$ cat src/sv/lrup_pkg.sv
// Shared constants and widths for the LRU page replacement block.
package lrup_pkg;

    localparam int PAGE_W          = 16;
    localparam int FAULT_W         = 32;
    localparam int RES_W           = 5;
    localparam int CFG_W           = 5;
    localparam logic [CFG_W-1:0] CFG_RESET = 5'd4;

    localparam int DEF_MAX_FRAMES  = 16;
    localparam int DEF_PAGE_BITS   = 16;

    localparam int QUEUE_DEPTH     = 2;
    localparam int QUEUE_PTR_W     = $clog2(QUEUE_DEPTH);
    localparam int QUEUE_CNT_W     = $clog2(QUEUE_DEPTH + 1);

endpackage

$ cat src/sv/lrup_if.sv
// Request and response channel interfaces for the LRU page replacement block.
interface lrup_req_if;
    logic                       valid;
    logic                       ready;
    logic [lrup_pkg::PAGE_W-1:0] page_number;

    modport source (output valid, output page_number, input ready);
    modport sink   (input valid, input page_number, output ready);
endinterface

interface lrup_rsp_if;
    logic                        valid;
    logic                        ready;
    logic                        was_hit;
    logic                        counted_fault;
    logic                        evicted_valid;
    logic [lrup_pkg::PAGE_W-1:0]  evicted_page;
    logic [lrup_pkg::FAULT_W-1:0] fault_total;
    logic [lrup_pkg::RES_W-1:0]   resident_total;

    modport source (output valid, output was_hit, output counted_fault,
                    output evicted_valid, output evicted_page, output fault_total,
                    output resident_total, input ready);
    modport sink   (input valid, input was_hit, input counted_fault,
                    input evicted_valid, input evicted_page, input fault_total,
                    input resident_total, output ready);
endinterface

$ cat src/sv/lrup_front.sv
// Front stage: accepts page references, masks them to the page width and registers them.
module lrup_front #(
    parameter int PAGE_BITS = lrup_pkg::DEF_PAGE_BITS
) (
    input  logic                 clk,
    input  logic                 rst_n,
    lrup_req_if.sink             req,
    output logic                 push_valid,
    output logic [PAGE_BITS-1:0] push_page,
    input  logic                 push_ready
);
    import lrup_pkg::*;

    logic                 hold_valid_reg;
    logic                 hold_valid_next;
    logic [PAGE_BITS-1:0] hold_page_reg;
    logic                 take;

    assign req.ready  = !hold_valid_reg || push_ready;
    assign take       = req.valid && req.ready;
    assign push_valid = hold_valid_reg;
    assign push_page  = hold_page_reg;

    always_comb
    begin
        hold_valid_next = hold_valid_reg;
        if (take)
        begin
            hold_valid_next = 1'b1;
        end
        else if (push_ready)
        begin
            hold_valid_next = 1'b0;
        end
    end

    always_ff @(posedge clk or negedge rst_n)
    begin
        if (!rst_n)
        begin
            hold_valid_reg <= 1'b0;
        end
        else
        begin
            hold_valid_reg <= hold_valid_next;
        end
    end

    // drop the page bits above the configured page width
    always_ff @(posedge clk)
    begin
        if (take)
        begin
            hold_page_reg <= PAGE_BITS'(req.page_number);
        end
    end

endmodule

$ cat src/sv/lrup_queue.sv
// Short FIFO between the front stage and the replacement engine.
module lrup_queue #(
    parameter int WIDTH = lrup_pkg::DEF_PAGE_BITS
) (
    input  logic             clk,
    input  logic             rst_n,
    input  logic             push_valid,
    input  logic [WIDTH-1:0] push_data,
    output logic             push_ready,
    output logic             pop_valid,
    output logic [WIDTH-1:0] pop_data,
    input  logic             pop_ready
);
    import lrup_pkg::*;

    logic [WIDTH-1:0]       mem_reg [QUEUE_DEPTH];
    logic [QUEUE_PTR_W-1:0] wr_ptr_reg;
    logic [QUEUE_PTR_W-1:0] wr_ptr_next;
    logic [QUEUE_PTR_W-1:0] rd_ptr_reg;
    logic [QUEUE_PTR_W-1:0] rd_ptr_next;
    logic [QUEUE_CNT_W-1:0] count_reg;
    logic [QUEUE_CNT_W-1:0] count_next;
    logic                   do_push;
    logic                   do_pop;

    assign push_ready = (count_reg != QUEUE_CNT_W'(QUEUE_DEPTH));
    assign pop_valid  = (count_reg != '0);
    assign pop_data   = mem_reg[rd_ptr_reg];
    assign do_push    = push_valid && push_ready;
    assign do_pop     = pop_valid && pop_ready;

    always_comb
    begin
        wr_ptr_next = wr_ptr_reg;
        rd_ptr_next = rd_ptr_reg;
        count_next  = count_reg;
        if (do_push)
        begin
            wr_ptr_next = wr_ptr_reg + QUEUE_PTR_W'(1);
        end
        if (do_pop)
        begin
            rd_ptr_next = rd_ptr_reg + QUEUE_PTR_W'(1);
        end
        unique case ({do_push, do_pop})
            2'b10:   count_next = count_reg + QUEUE_CNT_W'(1);
            2'b01:   count_next = count_reg - QUEUE_CNT_W'(1);
            default: count_next = count_reg;
        endcase
    end

    always_ff @(posedge clk or negedge rst_n)
    begin
        if (!rst_n)
        begin
            wr_ptr_reg <= '0;
            rd_ptr_reg <= '0;
            count_reg  <= '0;
        end
        else
        begin
            wr_ptr_reg <= wr_ptr_next;
            rd_ptr_reg <= rd_ptr_next;
            count_reg  <= count_next;
        end
    end

    always_ff @(posedge clk)
    begin
        if (do_push)
        begin
            mem_reg[wr_ptr_reg] <= push_data;
        end
    end

endmodule

$ cat src/sv/lrup_engine.sv
// Replacement engine: parallel tag match, recency rank update, eviction and result register.
module lrup_engine #(
    parameter int MAX_FRAMES = lrup_pkg::DEF_MAX_FRAMES,
    parameter int PAGE_BITS  = lrup_pkg::DEF_PAGE_BITS
) (
    input  logic                         clk,
    input  logic                         rst_n,
    input  logic [lrup_pkg::CFG_W-1:0]   frames_in_use,
    input  logic                         pop_valid,
    input  logic [PAGE_BITS-1:0]         pop_page,
    output logic                         pop_ready,
    lrup_rsp_if.source                   rsp
);
    import lrup_pkg::*;

    localparam int CNT_W = $clog2(MAX_FRAMES + 1);
    localparam int IDX_W = (MAX_FRAMES > 1) ? $clog2(MAX_FRAMES) : 1;

    logic [PAGE_BITS-1:0]  page_reg [MAX_FRAMES];
    logic [MAX_FRAMES-1:0] valid_reg;
    logic [MAX_FRAMES-1:0] valid_next;
    logic [IDX_W-1:0]      rank_reg  [MAX_FRAMES];
    logic [IDX_W-1:0]      rank_next [MAX_FRAMES];
    logic [CNT_W-1:0]      occ_reg;
    logic [CNT_W-1:0]      occ_next;
    logic [FAULT_W-1:0]    fault_reg;
    logic [FAULT_W-1:0]    fault_next;
    logic                  out_valid_reg;
    logic                  out_valid_next;

    logic                  hit_reg;
    logic                  fault_out_reg;
    logic [PAGE_W-1:0]     ev_page_reg;
    logic [RES_W-1:0]      res_reg;

    logic [CNT_W-1:0]      limit;
    logic [MAX_FRAMES-1:0] match;
    logic [MAX_FRAMES-1:0] victim;
    logic [MAX_FRAMES-1:0] free_sel;
    logic [MAX_FRAMES-1:0] sel;
    logic [IDX_W-1:0]      hit_rank;
    logic [IDX_W-1:0]      last_rank;
    logic [IDX_W-1:0]      free_idx;
    logic [PAGE_BITS-1:0]  ev_page;
    logic                  hit;
    logic                  fill;
    logic                  fault;
    logic                  advance;

    assign pop_ready = !out_valid_reg || rsp.ready;
    assign advance   = pop_valid && pop_ready;

    // clamp the frame limit to 1..MAX_FRAMES
    always_comb
    begin
        priority if (frames_in_use == '0)
        begin
            limit = CNT_W'(1);
        end
        else if (32'(frames_in_use) > 32'(MAX_FRAMES))
        begin
            limit = CNT_W'(MAX_FRAMES);
        end
        else
        begin
            limit = CNT_W'(frames_in_use);
        end
    end

    // frames fill in index order and are never freed, so the next free frame is the count
    assign free_idx  = occ_reg[IDX_W-1:0];
    assign last_rank = IDX_W'(occ_reg - CNT_W'(1));

    always_comb
    begin
        hit_rank = '0;
        ev_page  = '0;
        for (int k = 0; k < MAX_FRAMES; k++)
        begin
            match[k]    = valid_reg[k] && (page_reg[k] == pop_page);
            victim[k]   = valid_reg[k] && (rank_reg[k] == last_rank);
            free_sel[k] = (IDX_W'(k) == free_idx);
            if (match[k])
            begin
                hit_rank = hit_rank | rank_reg[k];
            end
            if (victim[k])
            begin
                ev_page = ev_page | page_reg[k];
            end
        end
    end

    assign hit   = |match;
    assign fill  = !hit && (occ_reg < limit);
    assign fault = !hit && !fill;

    always_comb
    begin
        priority if (hit)
        begin
            sel = match;
        end
        else if (fill)
        begin
            sel = free_sel;
        end
        else
        begin
            sel = victim;
        end
    end

    always_comb
    begin
        valid_next = valid_reg;
        occ_next   = occ_reg;
        fault_next = fault_reg;
        for (int k = 0; k < MAX_FRAMES; k++)
        begin
            rank_next[k] = rank_reg[k];
        end
        out_valid_next = out_valid_reg;
        if (rsp.ready)
        begin
            out_valid_next = 1'b0;
        end
        if (advance)
        begin
            out_valid_next = 1'b1;
            for (int k = 0; k < MAX_FRAMES; k++)
            begin
                if (sel[k])
                begin
                    rank_next[k] = '0;
                end
                else if (valid_reg[k] && (!hit || (rank_reg[k] < hit_rank)))
                begin
                    rank_next[k] = rank_reg[k] + IDX_W'(1);
                end
            end
            if (fill)
            begin
                valid_next = valid_reg | free_sel;
                occ_next   = occ_reg + CNT_W'(1);
            end
            if (fault && !(&fault_reg))
            begin
                fault_next = fault_reg + FAULT_W'(1);
            end
        end
    end

    always_ff @(posedge clk or negedge rst_n)
    begin
        if (!rst_n)
        begin
            valid_reg     <= '0;
            occ_reg       <= '0;
            fault_reg     <= '0;
            out_valid_reg <= 1'b0;
            for (int k = 0; k < MAX_FRAMES; k++)
            begin
                rank_reg[k] <= '0;
            end
        end
        else
        begin
            valid_reg     <= valid_next;
            occ_reg       <= occ_next;
            fault_reg     <= fault_next;
            out_valid_reg <= out_valid_next;
            for (int k = 0; k < MAX_FRAMES; k++)
            begin
                rank_reg[k] <= rank_next[k];
            end
        end
    end

    always_ff @(posedge clk)
    begin
        if (advance)
        begin
            for (int k = 0; k < MAX_FRAMES; k++)
            begin
                if (sel[k] && !hit)
                begin
                    page_reg[k] <= pop_page;
                end
            end
            hit_reg       <= hit;
            fault_out_reg <= fault;
            ev_page_reg   <= fault ? PAGE_W'(ev_page) : '0;
            res_reg       <= RES_W'(occ_next);
        end
    end

    assign rsp.valid          = out_valid_reg;
    assign rsp.was_hit        = hit_reg;
    assign rsp.counted_fault  = fault_out_reg;
    assign rsp.evicted_valid  = fault_out_reg;
    assign rsp.evicted_page   = ev_page_reg;
    assign rsp.fault_total    = fault_reg;
    assign rsp.resident_total = res_reg;

endmodule

$ cat src/sv/lru_page_replacement_top.sv
// Top level of the LRU page replacement block.
// Path: front register, then queue, then the engine, which registers each result.
// Throughput: one reference per cycle while rsp.ready; combinational match and rank update.
// Reset: clears frame valid marks, ranks, occupancy, fault count and sets the limit to 4.
module lru_page_replacement_top #(
    parameter int MAX_FRAMES = lrup_pkg::DEF_MAX_FRAMES,
    parameter int PAGE_BITS  = lrup_pkg::DEF_PAGE_BITS
) (
    input  logic                       clk,
    input  logic                       rst_n,
    input  logic                       cfg_we,
    input  logic [lrup_pkg::CFG_W-1:0] cfg_wdata,
    lrup_req_if.sink                   req,
    lrup_rsp_if.source                 rsp
);
    import lrup_pkg::*;

    logic [CFG_W-1:0]     frames_reg;
    logic [CFG_W-1:0]     frames_next;
    logic                 push_valid;
    logic [PAGE_BITS-1:0] push_page;
    logic                 push_ready;
    logic                 pop_valid;
    logic [PAGE_BITS-1:0] pop_page;
    logic                 pop_ready;

    assign frames_next = cfg_we ? cfg_wdata : frames_reg;

    always_ff @(posedge clk or negedge rst_n)
    begin
        if (!rst_n)
        begin
            frames_reg <= CFG_RESET;
        end
        else
        begin
            frames_reg <= frames_next;
        end
    end

    lrup_front #(
        .PAGE_BITS (PAGE_BITS)
    ) u_front (
        .clk        (clk),
        .rst_n      (rst_n),
        .req        (req),
        .push_valid (push_valid),
        .push_page  (push_page),
        .push_ready (push_ready)
    );

    lrup_queue #(
        .WIDTH (PAGE_BITS)
    ) u_queue (
        .clk        (clk),
        .rst_n      (rst_n),
        .push_valid (push_valid),
        .push_data  (push_page),
        .push_ready (push_ready),
        .pop_valid  (pop_valid),
        .pop_data   (pop_page),
        .pop_ready  (pop_ready)
    );

    lrup_engine #(
        .MAX_FRAMES (MAX_FRAMES),
        .PAGE_BITS  (PAGE_BITS)
    ) u_engine (
        .clk           (clk),
        .rst_n         (rst_n),
        .frames_in_use (frames_reg),
        .pop_valid     (pop_valid),
        .pop_page      (pop_page),
        .pop_ready     (pop_ready),
        .rsp           (rsp)
    );

endmodule
$ cat src/flat_wrapper.sv
// flat-port wrapper written by rule: the top's interface ports become plain ports
module lru_page_replacement_top_flat import lrup_pkg::*;
#(
    parameter int MAX_FRAMES = lrup_pkg::DEF_MAX_FRAMES,
    parameter int PAGE_BITS  = lrup_pkg::DEF_PAGE_BITS
)
  (clk, rst_n, cfg_we, cfg_wdata, req_valid, req_page_number, req_ready, rsp_valid, rsp_was_hit, rsp_counted_fault, rsp_evicted_valid, rsp_evicted_page, rsp_fault_total, rsp_resident_total, rsp_ready);
  lrup_req_if req_i ();
  lrup_rsp_if rsp_i ();
  input  logic clk;
  input  logic rst_n;
  input  logic cfg_we;
  input  logic [lrup_pkg::CFG_W-1:0] cfg_wdata;
  input wire logic [$bits(req_i.valid)-1:0] req_valid;
  input wire logic [$bits(req_i.page_number)-1:0] req_page_number;
  output wire logic [$bits(req_i.ready)-1:0] req_ready;
  output wire logic [$bits(rsp_i.valid)-1:0] rsp_valid;
  output wire logic [$bits(rsp_i.was_hit)-1:0] rsp_was_hit;
  output wire logic [$bits(rsp_i.counted_fault)-1:0] rsp_counted_fault;
  output wire logic [$bits(rsp_i.evicted_valid)-1:0] rsp_evicted_valid;
  output wire logic [$bits(rsp_i.evicted_page)-1:0] rsp_evicted_page;
  output wire logic [$bits(rsp_i.fault_total)-1:0] rsp_fault_total;
  output wire logic [$bits(rsp_i.resident_total)-1:0] rsp_resident_total;
  input wire logic [$bits(rsp_i.ready)-1:0] rsp_ready;
  assign req_i.valid = req_valid;
  assign req_i.page_number = req_page_number;
  assign req_ready = req_i.ready;
  assign rsp_valid = rsp_i.valid;
  assign rsp_was_hit = rsp_i.was_hit;
  assign rsp_counted_fault = rsp_i.counted_fault;
  assign rsp_evicted_valid = rsp_i.evicted_valid;
  assign rsp_evicted_page = rsp_i.evicted_page;
  assign rsp_fault_total = rsp_i.fault_total;
  assign rsp_resident_total = rsp_i.resident_total;
  assign rsp_i.ready = rsp_ready;
  lru_page_replacement_top #(.MAX_FRAMES(MAX_FRAMES), .PAGE_BITS(PAGE_BITS)) u_core (.clk(clk), .rst_n(rst_n), .cfg_we(cfg_we), .cfg_wdata(cfg_wdata), .req(req_i), .rsp(rsp_i));
endmodule
$ cat config.mk
export PLATFORM = sky130hd
export DESIGN_NAME = lru_page_replacement_top_flat
export DESIGN_NICKNAME = d
export VERILOG_FILES = /design/src/sv/lrup_pkg.sv /design/src/sv/lrup_if.sv /design/src/sv/lrup_front.sv /design/src/sv/lrup_queue.sv /design/src/sv/lrup_engine.sv /design/src/sv/lru_page_replacement_top.sv /design/src/flat_wrapper.sv
export SDC_FILE = /design/constraint.sdc
export NUM_CORES = 1
export LEC_CHECK = 0
export BUFFER_PORTS_ARGS = -buffer_cell sky130_fd_sc_hd__buf_2
export CELL_PAD_IN_SITES_DETAIL_PLACEMENT = 1
export CELL_PAD_IN_SITES_GLOBAL_PLACEMENT = 1
export CORE_ASPECT_RATIO = 0.8
export CORE_MARGIN = 3
export CORE_UTILIZATION = 45
export CTS_BUF_LIST = sky130_fd_sc_hd__clkbuf_4 sky130_fd_sc_hd__clkbuf_8
export CTS_CLUSTER_SIZE = 20
export DETAILED_ROUTE_END_ITERATION = 8
export PLACE_DENSITY = 0.81
export SETUP_SLACK_MARGIN = 0.5
export SKIP_CTS_REPAIR_TIMING = 1
export SKIP_LAST_GASP = 1
export SLEW_MARGIN = 20
export SYNTH_ARGS = -nofsm -noshare
export SYNTH_HDL_FRONTEND = slang
export SYNTH_SLANG_ARGS = --single-unit
$ cat constraint.sdc
create_clock -name clk -period 4.7 [get_ports clk]
set_input_delay 0.47 -clock clk [delete_from_list [all_inputs] [get_ports clk]]
set_output_delay 0.47 -clock clk [all_outputs]
set_load 0.1 [all_outputs]
After elaboration in Yosys (flattened, before gate mapping) --
Memory sizes are Yosys's and may differ from the RTL's. Index checks and enable logic that the tools add are counted.
Word-level totals: output and inout port bits 58, input bits 26, memories kept 2, register bits after elaboration 167, memory bits (writable) 288
Operators by class: eq/ne operators 50, order comparisons 18, add/subtract/negate cells 23, mux-type cells 125, bitwise logic cells 31, reductions and logical operators 135
Memory list:
- u_core.u_engine.page_reg | depth 16, width 16, rd ports 16, clocked after Yosys merged registers in 0, wr ports 16, line lrup_engine.sv:19 | logic [PAGE_BITS-1:0] page_reg [MAX_FRAMES];
- u_core.u_queue.mem_reg | depth 2, width 16, rd ports 1, clocked after Yosys merged registers in 0, wr ports 1, line lrup_queue.sv:16 | logic [WIDTH-1:0] mem_reg [QUEUE_DEPTH];
Operators with widths (count):
- $mux W16 | 18
- $eq A16 B16 Y1 | 16
- $or A16 B16 Y16 | 16
- $mux W4 | 48
- $logic_and A1 B1 Y1 | 70
- $add A4 B1 Y4 const B | 16
- $eq A4 B4 Y1 | 16
- $lt A4 B4 Y1 | 16
- $or A4 B4 Y4 | 15
- $mux W1 | 54
- $reduce_bool A2 Y1 | 20
- $reduce_and A2 Y1 | 18
- $add A32 B1 Y32 const B | 1
- $eq A4 B4 Y1 const A | 8
- $reduce_and A32 Y1 | 1
- $mux W5 | 4
- $logic_or A1 B1 Y1 | 18
- $eq A3 B4 Y1 const A | 4
- $reduce_or A16 Y1 | 1
- $eq A2 B4 Y1 const A | 2
- $add A5 B1 Y5 const B | 1
- $gt A5 B5 Y1 const B | 1
- $logic_not A1 Y1 | 5
- $logic_not A5 Y1 | 1
- other kinds (11) | 12

Depth between registers and ports, before layout --
Gate-level depths: netlist of run 1. An unclocked memory read counts as a cell.
word-level depth 39, depth in mapped cells 20

Hierarchy --
A second synthesis of run 1 with hierarchy kept.
Unflattened totals: cell total of the unflattened synthesis 2160, area, all modules 25051.5 um^2
Modules (own cells, without submodules):
- lrup_engine | seq. area each 11330.9 um^2, instances 1, cells each 2063, area each 22975.8 um^2
- lrup_queue | seq. area each 1061.0 um^2, instances 1, cells each 67, area each 1358.8 um^2
- lrup_front | seq. area each 505.5 um^2, instances 1, cells each 20, area each 534.3 um^2
- lru_page_replacement_top | seq. area each 126.4 um^2, instances 1, cells each 10, area each 182.7 um^2

Worst setup path after synthesis of run 1 --
No wires, ideal clock.
kind reg-to-reg, start register u_core.u_queue.rd_ptr_reg, end register u_core.u_engine.rank_reg[43] in the netlist's numbering, setup time 0.078 ns, setup slack 0.200 ns, data arrival time 4.422 ns, cell stages (with the launch flop) 18, period minus slack after synthesis 4.500 ns, path through dfrtp_1 buf_6 mux2i_4 buf_2 xnor2_1 or4_1 nor2_1 nand3_1 nor4_1 a22oi_1 nand3_1 nor2_1 ha_1 or4_1 a311oi_1 nor2_1 or3_1 a21oi_1
Between the ends: word-level cells in the longest chain between the ends 39, elaborated cells between the ends (all ways) 75
Ends and longest elaborated chain:
- start: declaration | line lrup_queue.sv:19 | logic [QUEUE_PTR_W-1:0] rd_ptr_reg;
- start signal: assignment | line lrup_queue.sv:63 | rd_ptr_reg <= rd_ptr_next;
- $mem_v2 Z2 W16 *
- $eq A16 B16 Y1 | line lrup_engine.sv:80 | match[k] = valid_reg[k] && (page_reg[k] == pop_page);
- $logic_and A1 B1 Y1 | line lrup_engine.sv:80
- $mux W4 | line lrup_engine.sv:83 | if (match[k])
- $or A4 B4 Y4 | line lrup_engine.sv:85 | hit_rank = hit_rank | rank_reg[k];
- $mux W4 | line lrup_engine.sv:83
- $or A4 B4 Y4 | line lrup_engine.sv:85
- $mux W4 | line lrup_engine.sv:83
- [23 not listed]
- $mux W4 | line lrup_engine.sv:83
- $or A4 B4 Y4 | line lrup_engine.sv:85
- $mux W4 | line lrup_engine.sv:83
- $lt A4 B4 Y1 | line lrup_engine.sv:137 | else if (valid_reg[k] && (!hit || (rank_reg[k] < hit_rank)))
- $logic_or A1 B1 Y1 | line lrup_engine.sv:137
- $logic_and A1 B1 Y1 | line lrup_engine.sv:137
- $reduce_bool A2 Y1 (no line)
- $reduce_and A2 Y1 (no line)
- end signal: indexed assignment | line lrup_engine.sv:175 | rank_reg[k] <= rank_next[k];
- end: declaration | line lrup_engine.sv:22 | logic [IDX_W-1:0] rank_reg [MAX_FRAMES];
Every way passes the cells marked *; elsewhere a longest branch is shown, timed or not. A chain may end at the register's enable or synchronous reset.

Worst setup path in the final report of run 1 --
start register u_core.u_queue.rd_ptr_reg, end register u_core.u_engine.rank_reg[11] in the netlist's numbering
The elaborated chain is that of the path after synthesis.

==> impl_results.md, run 1 <==
- Worst setup startpoint: u_core.u_queue.rd_ptr_reg
- Fin crit share: 101%
- Status: finished with violations
- Initial Util: about 46%
- CP Data Required Time: between 5 and 6 ns
- Worst hold path class: input port to flop
- Port Buffers: between 80 and 90
- Worst reg2reg path depth: 19
- FILL cells: 5294
- Total gr overflow: 0
- Gate Count Post-Synth: between 2000 and 2500
- Nets: between 2000 and 3000
- Die height: ~210 um
- Hold path start: cfg_wdata[0]
- Fmax: between 0.2 and 0.25 GHz
- Critical Path Fanout Max: 9
- I/O pins: between 80 and 90
- Clock slew at reported path FFs: about 0.080 ns
- P&R area growth vs syn: 27.0%
- Commonest non-fill, non-tap cell in the layout: edfxtp_1
- Reg2reg end: u_core.u_engine.rank_reg[11]
- Pre-CTS setup slack: -0.212 ns
- Initial antenna violation count: 2
- Most frequent CP cell: buf_4
- H-tree depth: 3
- Nature of the critical path startpoint: flop
- Violated checks: negative setup slack
- Reg area: between 10000 and 15000 um^2
- Clock Tree Buf Depth: 3
- Cts bufs inserted: 79
- Flops & latches, synth: roughly 460
- Hold path cells: 2
- Worst-path cell chain: clkbuf_16 > mux2i_4 > buf_12 > buf_6 > xnor2_1 > nor4_1 > nand4_1 > nor4_2 > buf_4 > a22oi_1 > nand3_1 > nor2_4 > buf_4 > ha_1 > or4_4 > a311oi_2 > nor2_2 > or3_1 > a21oi_1
- Max VDD drop: between 0.4 and 0.5 mV
- Hpwl dp: about 72000 um
- # setup viols final: 10
- Most frequent cells in the layout: edfxtp_1, xnor2_1, buf_4
- Tmin final: 4.75 ns
- Cell Area, Placed: 26800 um^2
- Setup slack after layout: -0.0543 ns
- Max reg flops: about 260
- CTS tree: yes
- Async SR Flop Fraction: around 28%
- Slew @ Worst Pin: ~1.1 ns
- Share of cells above drive strength 1: between 20% and 30%
- First-pass GRT wire length: ~140000 um
- Max Clock Skew: 0.0404 ns
- Critical path arrival: ~5.4 ns
- Number of remaining DRC errors: 0
- DR WL/cell: approximately 34 um
- Max Slew Vio Count: 0
- DR iter-0 viols: 2710
- FF-to-FF setup slack: -0.05 ns
- Clock latency on the worst-skew pair: roughly 0.7 ns
- Via/cell ratio: around 6.8
- Placer's final routability congestion estimate: between 1 and 1.5
- Worst Setup End Kind: flop
- RSZ-0062 raised after global routing: yes
- Core box area: ~53000 um^2
- Fin. Hold Viols: 0
- Post-synth EDFFs: ~330
- # rows: 75
- Leak: approximately 0.011 uW
- Relative slew slack: 25.4%
- Antenna Nets Post-Route: 0
- Root buf cell: clkbuf_8
- Mapped Area: 24400 um^2
- Final WL: roughly 110000 um
- Vias in the first global route: 20700
- Area of the multi-input gates: between 10000 and 15000 um^2
- Via count: between 20000 and 25000
- Router iterations before antenna repair: 5
- Seq/Total Area, Yosys: a little over half
- Tot GR Track Use: roughly 33%
- CTS Sinks: 455
- Post-Syn Area per Cell: between 10 and 15 um^2
- DIE AREA: 57100 um^2
- Hold Path End: u_core.frames_reg[0]
- CP max stage delay: between 0.4 and 0.5 ns
- Yosys warns: 0
- Reg-to-reg startpoint: u_core.u_queue.rd_ptr_reg
- Main synth FF type: edfxtp_1
- Netlist cell types: between 60 and 70
- Worst setup path class: flop to flop
- Syn_nets: 2153
- Slowest CP cell: or4_4
- Die X: 266 um
- Power per cell area: approximately 810 nW/um^2
- Max Cap Viol: 0
- Largest net degree at the start of global routing: just over 90
- Design area: ~31000 um^2
[critical path: cells and delay by family, from the launching register on]
kind | cells | cell delay (ns)
compound gates | 3 | 0.56
xor+xnor | 1 | 0.13
fa+ha+maj | 1 | 0.19
buf+inv | 5 | 0.97
flops | 1 | 0.46
mux | 1 | 0.28
simple gates | 8 | 2.06
[per-layer routing]
layer	track usage (%)	wire, um
met4	11.1	4940
met3	12.3	15300
met5	0	20
met2	49.6	47100
met1	45.4	40400
[final cells by class]
cell class	count	share of cell area (%)
clock inverter	25	0.509
inverter	61	0.763
tap	693	2.80
antenna	2	0.0162
multi-input combinational	1472	39.1
sequential	455	42.0
timing repair buffer	375	10.4
clock buffer	114	4.44
[cells by family (layout without fill, tap and decap cells)]
logic type	count (synthesis)	after routing	synth area share, %
adder cells (fa/ha/maj)	74	74	3.79
multiplexers	29	29	1.77
other	0	2	0
AO/OA/AOI/OAI	385	385	11.5
flip-flops	455	455	53.4
XOR/XNOR	356	356	13.0
buffers and inverters	127	575	2.53
AND/OR/NAND/NOR	627	628	14.0
[worst max path at each step]
| stage | cells past startpoint | slack (ns) | to |
|---|---|---|---|
| after global placement | 17 | -0.04 | u_core.u_engine.rank_reg[43] |
| after detailed placement | 18 | -0.21 | u_core.u_engine.rank_reg[3] |
| after CTS | 18 | -0.32 | u_core.u_engine.rank_reg[19] |
| after floorplan | 13 | 0.54 | u_core.u_engine.page_reg[0][32] |
| after global routing | 19 | -0.20 | u_core.u_engine.rank_reg[6] |
| final | 19 | -0.05 | u_core.u_engine.rank_reg[11] |
[through the flow]
step | TNS [ns] | hold WS, ns | utilization, % | cells | power (uW)
floorplan | 0 | 0.174 | - | 2053 | 13900
global route | -4.81 | -0.0119 | 58.4 | 3195 | 25800
CTS | -5.21 | -0.106 | 53.5 | 3039 | 22500
detailed placement | -3.16 | 0.439 | 50.6 | 2900 | 18700
global placement | -0.0630 | 0.424 | 50.6 | 2900 | 18200
finish | -0.289 | 0.0113 | 58.4 | 3197 | 25100
[report_power, final]
group | switching [uW] | internal (uW) | leakage [uW] | total [uW]
sequential | 1380 | 5750 | 0.00461 | 7130
clock | 1840 | 1940 | 0.000818 | 3780
combinational | 9040 | 5130 | 0.00606 | 14200
total | 12300 | 12800 | 0.0115 | 25100
[cells in the mapped netlist, drive strengths merged, types with 36 or more instances]
master / instances / share of area, %
a21oi: 36 / 0.74
a221oi: 38 / 1.4
a22o: 40 / 1.4
a22oi: 76 / 2.3
clkbuf: 36 / 0.55
dfrtp: 127 / 13
edfxtp: 327 / 40
ha: 74 / 3.8
inv: 61 / 0.94
nand2: 90 / 1.4
nand3: 109 / 2.2
nand4: 43 / 1.3
nor2: 104 / 1.6
nor4: 120 / 3.2
o21ai: 71 / 1.5
xnor2: 299 / 11
xor2: 57 / 2.0
Power figures use the tool's default switching activity.
==> inputs of run 2 (changes only) <==
--- a/config.mk
+++ b/config.mk
@@ -5,7 +5,7 @@
 export SDC_FILE = /design/constraint.sdc
 export NUM_CORES = 1
 export LEC_CHECK = 0
-export BUFFER_PORTS_ARGS = -buffer_cell sky130_fd_sc_hd__buf_2
+export CAP_MARGIN = 10
 export CELL_PAD_IN_SITES_DETAIL_PLACEMENT = 1
 export CELL_PAD_IN_SITES_GLOBAL_PLACEMENT = 1
 export CORE_ASPECT_RATIO = 0.8
@@ -14,7 +14,8 @@
 export CTS_BUF_LIST = sky130_fd_sc_hd__clkbuf_4 sky130_fd_sc_hd__clkbuf_8
 export CTS_CLUSTER_SIZE = 20
 export DETAILED_ROUTE_END_ITERATION = 8
-export PLACE_DENSITY = 0.81
+export DONT_BUFFER_PORTS = 1
+export PLACE_DENSITY = 0.79
 export SETUP_SLACK_MARGIN = 0.5
 export SKIP_CTS_REPAIR_TIMING = 1
 export SKIP_LAST_GASP = 1
==> impl_results.md, run 2 (synthesized netlist as in run 1, its figures left out) <==
- GR Layer Usage met1: 47.7% (was 45.4%)
- Max VDD drop: 0.590 mV (was 0.478 mV)
- Max Cap Viol: 0 (unchanged)
- Die height: 214 um (unchanged)
- Total gr overflow: 0 (unchanged)
- Area of the multi-input gates: 12600 um^2 (was 12100 um^2)
- DR WL/cell: 33.5 um (was 33.7 um)
- Critical path arrival: 5.50 ns (was 5.35 ns)
- Via/cell ratio: 6.69 (was 6.80)
- Initial antenna violation count: 2 (unchanged)
- Core box area: 53000 um^2 (unchanged)
- Worst Setup End Kind: flop (unchanged)
- Die X: 266 um (unchanged)
- Largest net degree at the start of global routing: 129 (was 93)
- Port Buffers: 0 (was 83)
- Worst hold path class: input port to async pin (was input port to flop)
- Violated checks: negative setup slack (unchanged)
- Max reg flops: 256 (unchanged)
- I/O pins: 84 (unchanged)
- Fin crit share: 103% (was 101%)
- Hpwl dp: 72200 um (was 72400 um)
- Power per cell area: 800 nW/um^2 (was 810 nW/um^2)
- Tmin final: 4.86 ns (was 4.75 ns)
- Clock Tree Buf Depth: 3 (unchanged)
- Number of non-filler instances in the completed layout: 3193 (was 3197)
- First-pass GRT wire length: 139000 um (was 141000 um)
- H-tree depth: 3 (unchanged)
- Max Slew Vio Count: 0 (unchanged)
- Number of remaining DRC errors: 0 (unchanged)
- Most frequent cells in the layout: edfxtp_1, buf_4, xnor2_1 (was edfxtp_1, xnor2_1, buf_4)
- Met3 global-route usage: 10.6% (was 12.3%)
- CP Data Required Time: 5.34 ns (was 5.30 ns)
- Setup slack after layout: -0.160 ns (was -0.0543 ns)
- Vias in the first global route: 20000 (was 20700)
- Pre-CTS setup slack: -0.175 ns (was -0.212 ns)
- Cts bufs inserted: 78 (was 79)
- Gr busiest metal: met2 (unchanged)
- Final WL: 107000 um (was 108000 um)
- Clock latency on the worst-skew pair: 0.72 ns (was 0.71 ns)
- DIE AREA: 57100 um^2 (unchanged)
- Commonest non-fill, non-tap cell in the layout: edfxtp_1 (unchanged)
- Tot GR Track Use: 33.5% (was 33.4%)
- Via count: 21400 (was 21700)
- Reg area: 13000 um^2 (unchanged)
- Nets: 2540 (was 2544)
- Placer's final routability congestion estimate: 0.971 (was 1.03)
- GRT met2 Usage: 48.8% (was 49.6%)
- Status: finished with violations (unchanged)
- FF-to-FF setup slack: -0.16 ns (was -0.05 ns)
- Worst setup path class: flop to flop (unchanged)
- # rows: 75 (unchanged)
- RSZ-0062 raised after global routing: yes (unchanged)
- Initial Util: 46.0% (unchanged)
- Antenna Nets Post-Route: 0 (unchanged)
- Critical Path Fanout Max: 8 (was 9)
- CTS Sinks: 455 (unchanged)
- DR iter-0 viols: 2790 (was 2710)
- Nature of the critical path startpoint: flop (unchanged)
- FILL cells: 5191 (was 5294)
- Max Clock Skew: 0.0323 ns (was 0.0404 ns)
- P&R area growth vs syn: 30.9% (was 27.0%)
- Clock slew at reported path FFs: 0.07 ns (was 0.08 ns)
- Fmax: 0.206 GHz (was 0.210 GHz)
- Fin. Hold Viols: 0 (unchanged)
- Router iterations before antenna repair: 5 (unchanged)
- Relative slew slack: 24.5% (was 25.4%)
- CTS tree: yes (unchanged)
- Share of cells above drive strength 1: 31.4% (was 28.9%)
- Root buf cell: clkbuf_8 (unchanged)
- Placed instance count: 2862 (was 2900)
- # setup viols final: 37 (was 10)
- Slew @ Worst Pin: 1.13 ns (was 1.11 ns)
- Leak: 0.0117 uW (was 0.0115 uW)
[run 2: worst paths after layout]
path                                         startpoint                                   to  cells past startpoint
min reg2reg                u_core.u_front.push_page[11]        u_core.u_queue.mem_reg[0][11]                      0
min                                               rst_n  u_core.u_engine.rsp.fault_total[23]                      2
max                           u_core.u_queue.rd_ptr_reg         u_core.u_engine.rank_reg[47]                     20
max reg2reg                   u_core.u_queue.rd_ptr_reg         u_core.u_engine.rank_reg[47]                     20
max in group asynchronous                         rst_n         u_core.u_engine.valid_reg[0]                      2
min in group clk                     req_page_number[7]          u_core.u_front.push_page[7]                      1
[run 2: layout make-up]
class                   instances  share of cell area (%)
multi-input cells            1472                    39.4
well taps                     693                    2.72
diodes                          1                 0.00784
inverters                      61                   0.733
repair buffers                372                    11.7
clock buffers                 102                    3.95
flip-flops and latches        455                    40.8
clock inverters                37                   0.748
[run 2: report_power, final]
part | total [uW] | leakage, uW | switching (uW) | internal, uW
logic | 14000 | 0.00626 | 8390 | 5570
registers | 7950 | 0.00461 | 2200 | 5750
clock network | 3660 | 0.000792 | 1830 | 1830
total | 25600 | 0.0117 | 12400 | 13100
[run 2: per-stage QoR]
step | instance area (um^2) | TNS (ns) | utilization (%) | hold WS (ns) | power [uW]
3_5_place_dp | 26900 | -2.70 | 50.8 | 0.179 | 19000
6_report | 31900 | -2.13 | 60.2 | 0.383 | 25600
4_1_cts | 28400 | -4.55 | 53.6 | -0.593 | 22600
5_1_grt | 31900 | -6.95 | 60.2 | 0.344 | 26400
3_3_place_gp | 26900 | -0.0913 | 50.8 | 0.178 | 18600
2_1_floorplan | 24500 | 0 | - | 0.174 | 13900
[run 2: worst max-delay path: stages (launching register included)]
cell and delay [ns]:
dfrtp_2 0.45, buf_12 0.15, buf_12 0.12, mux2i_4 0.28, buf_12 0.18, xnor2_1 0.13
nor4_1 0.51, nand4_1 0.26, nor4_4 0.25, buf_4 0.21, a22o_1 0.17, a221oi_2 0.05
nand3_2 0.15, buf_12 0.12, nor2_4 0.10, ha_4 0.19, or4_4 0.47, a311oi_2 0.32
nor2_2 0.13, or3_1 0.35, a21oi_2 0.16
[run 2: per-layer routing]
layer | part of all wire, % | vias up | wire [um]
met3 | 13 | 256 | 14400
met4 | 3.6 | 0 | 3910
met1 | 39 | 10900 | 41900
li1 | - | 8656 | -
met2 | 44 | 1566 | 46800
met5 | 0 | - | 0
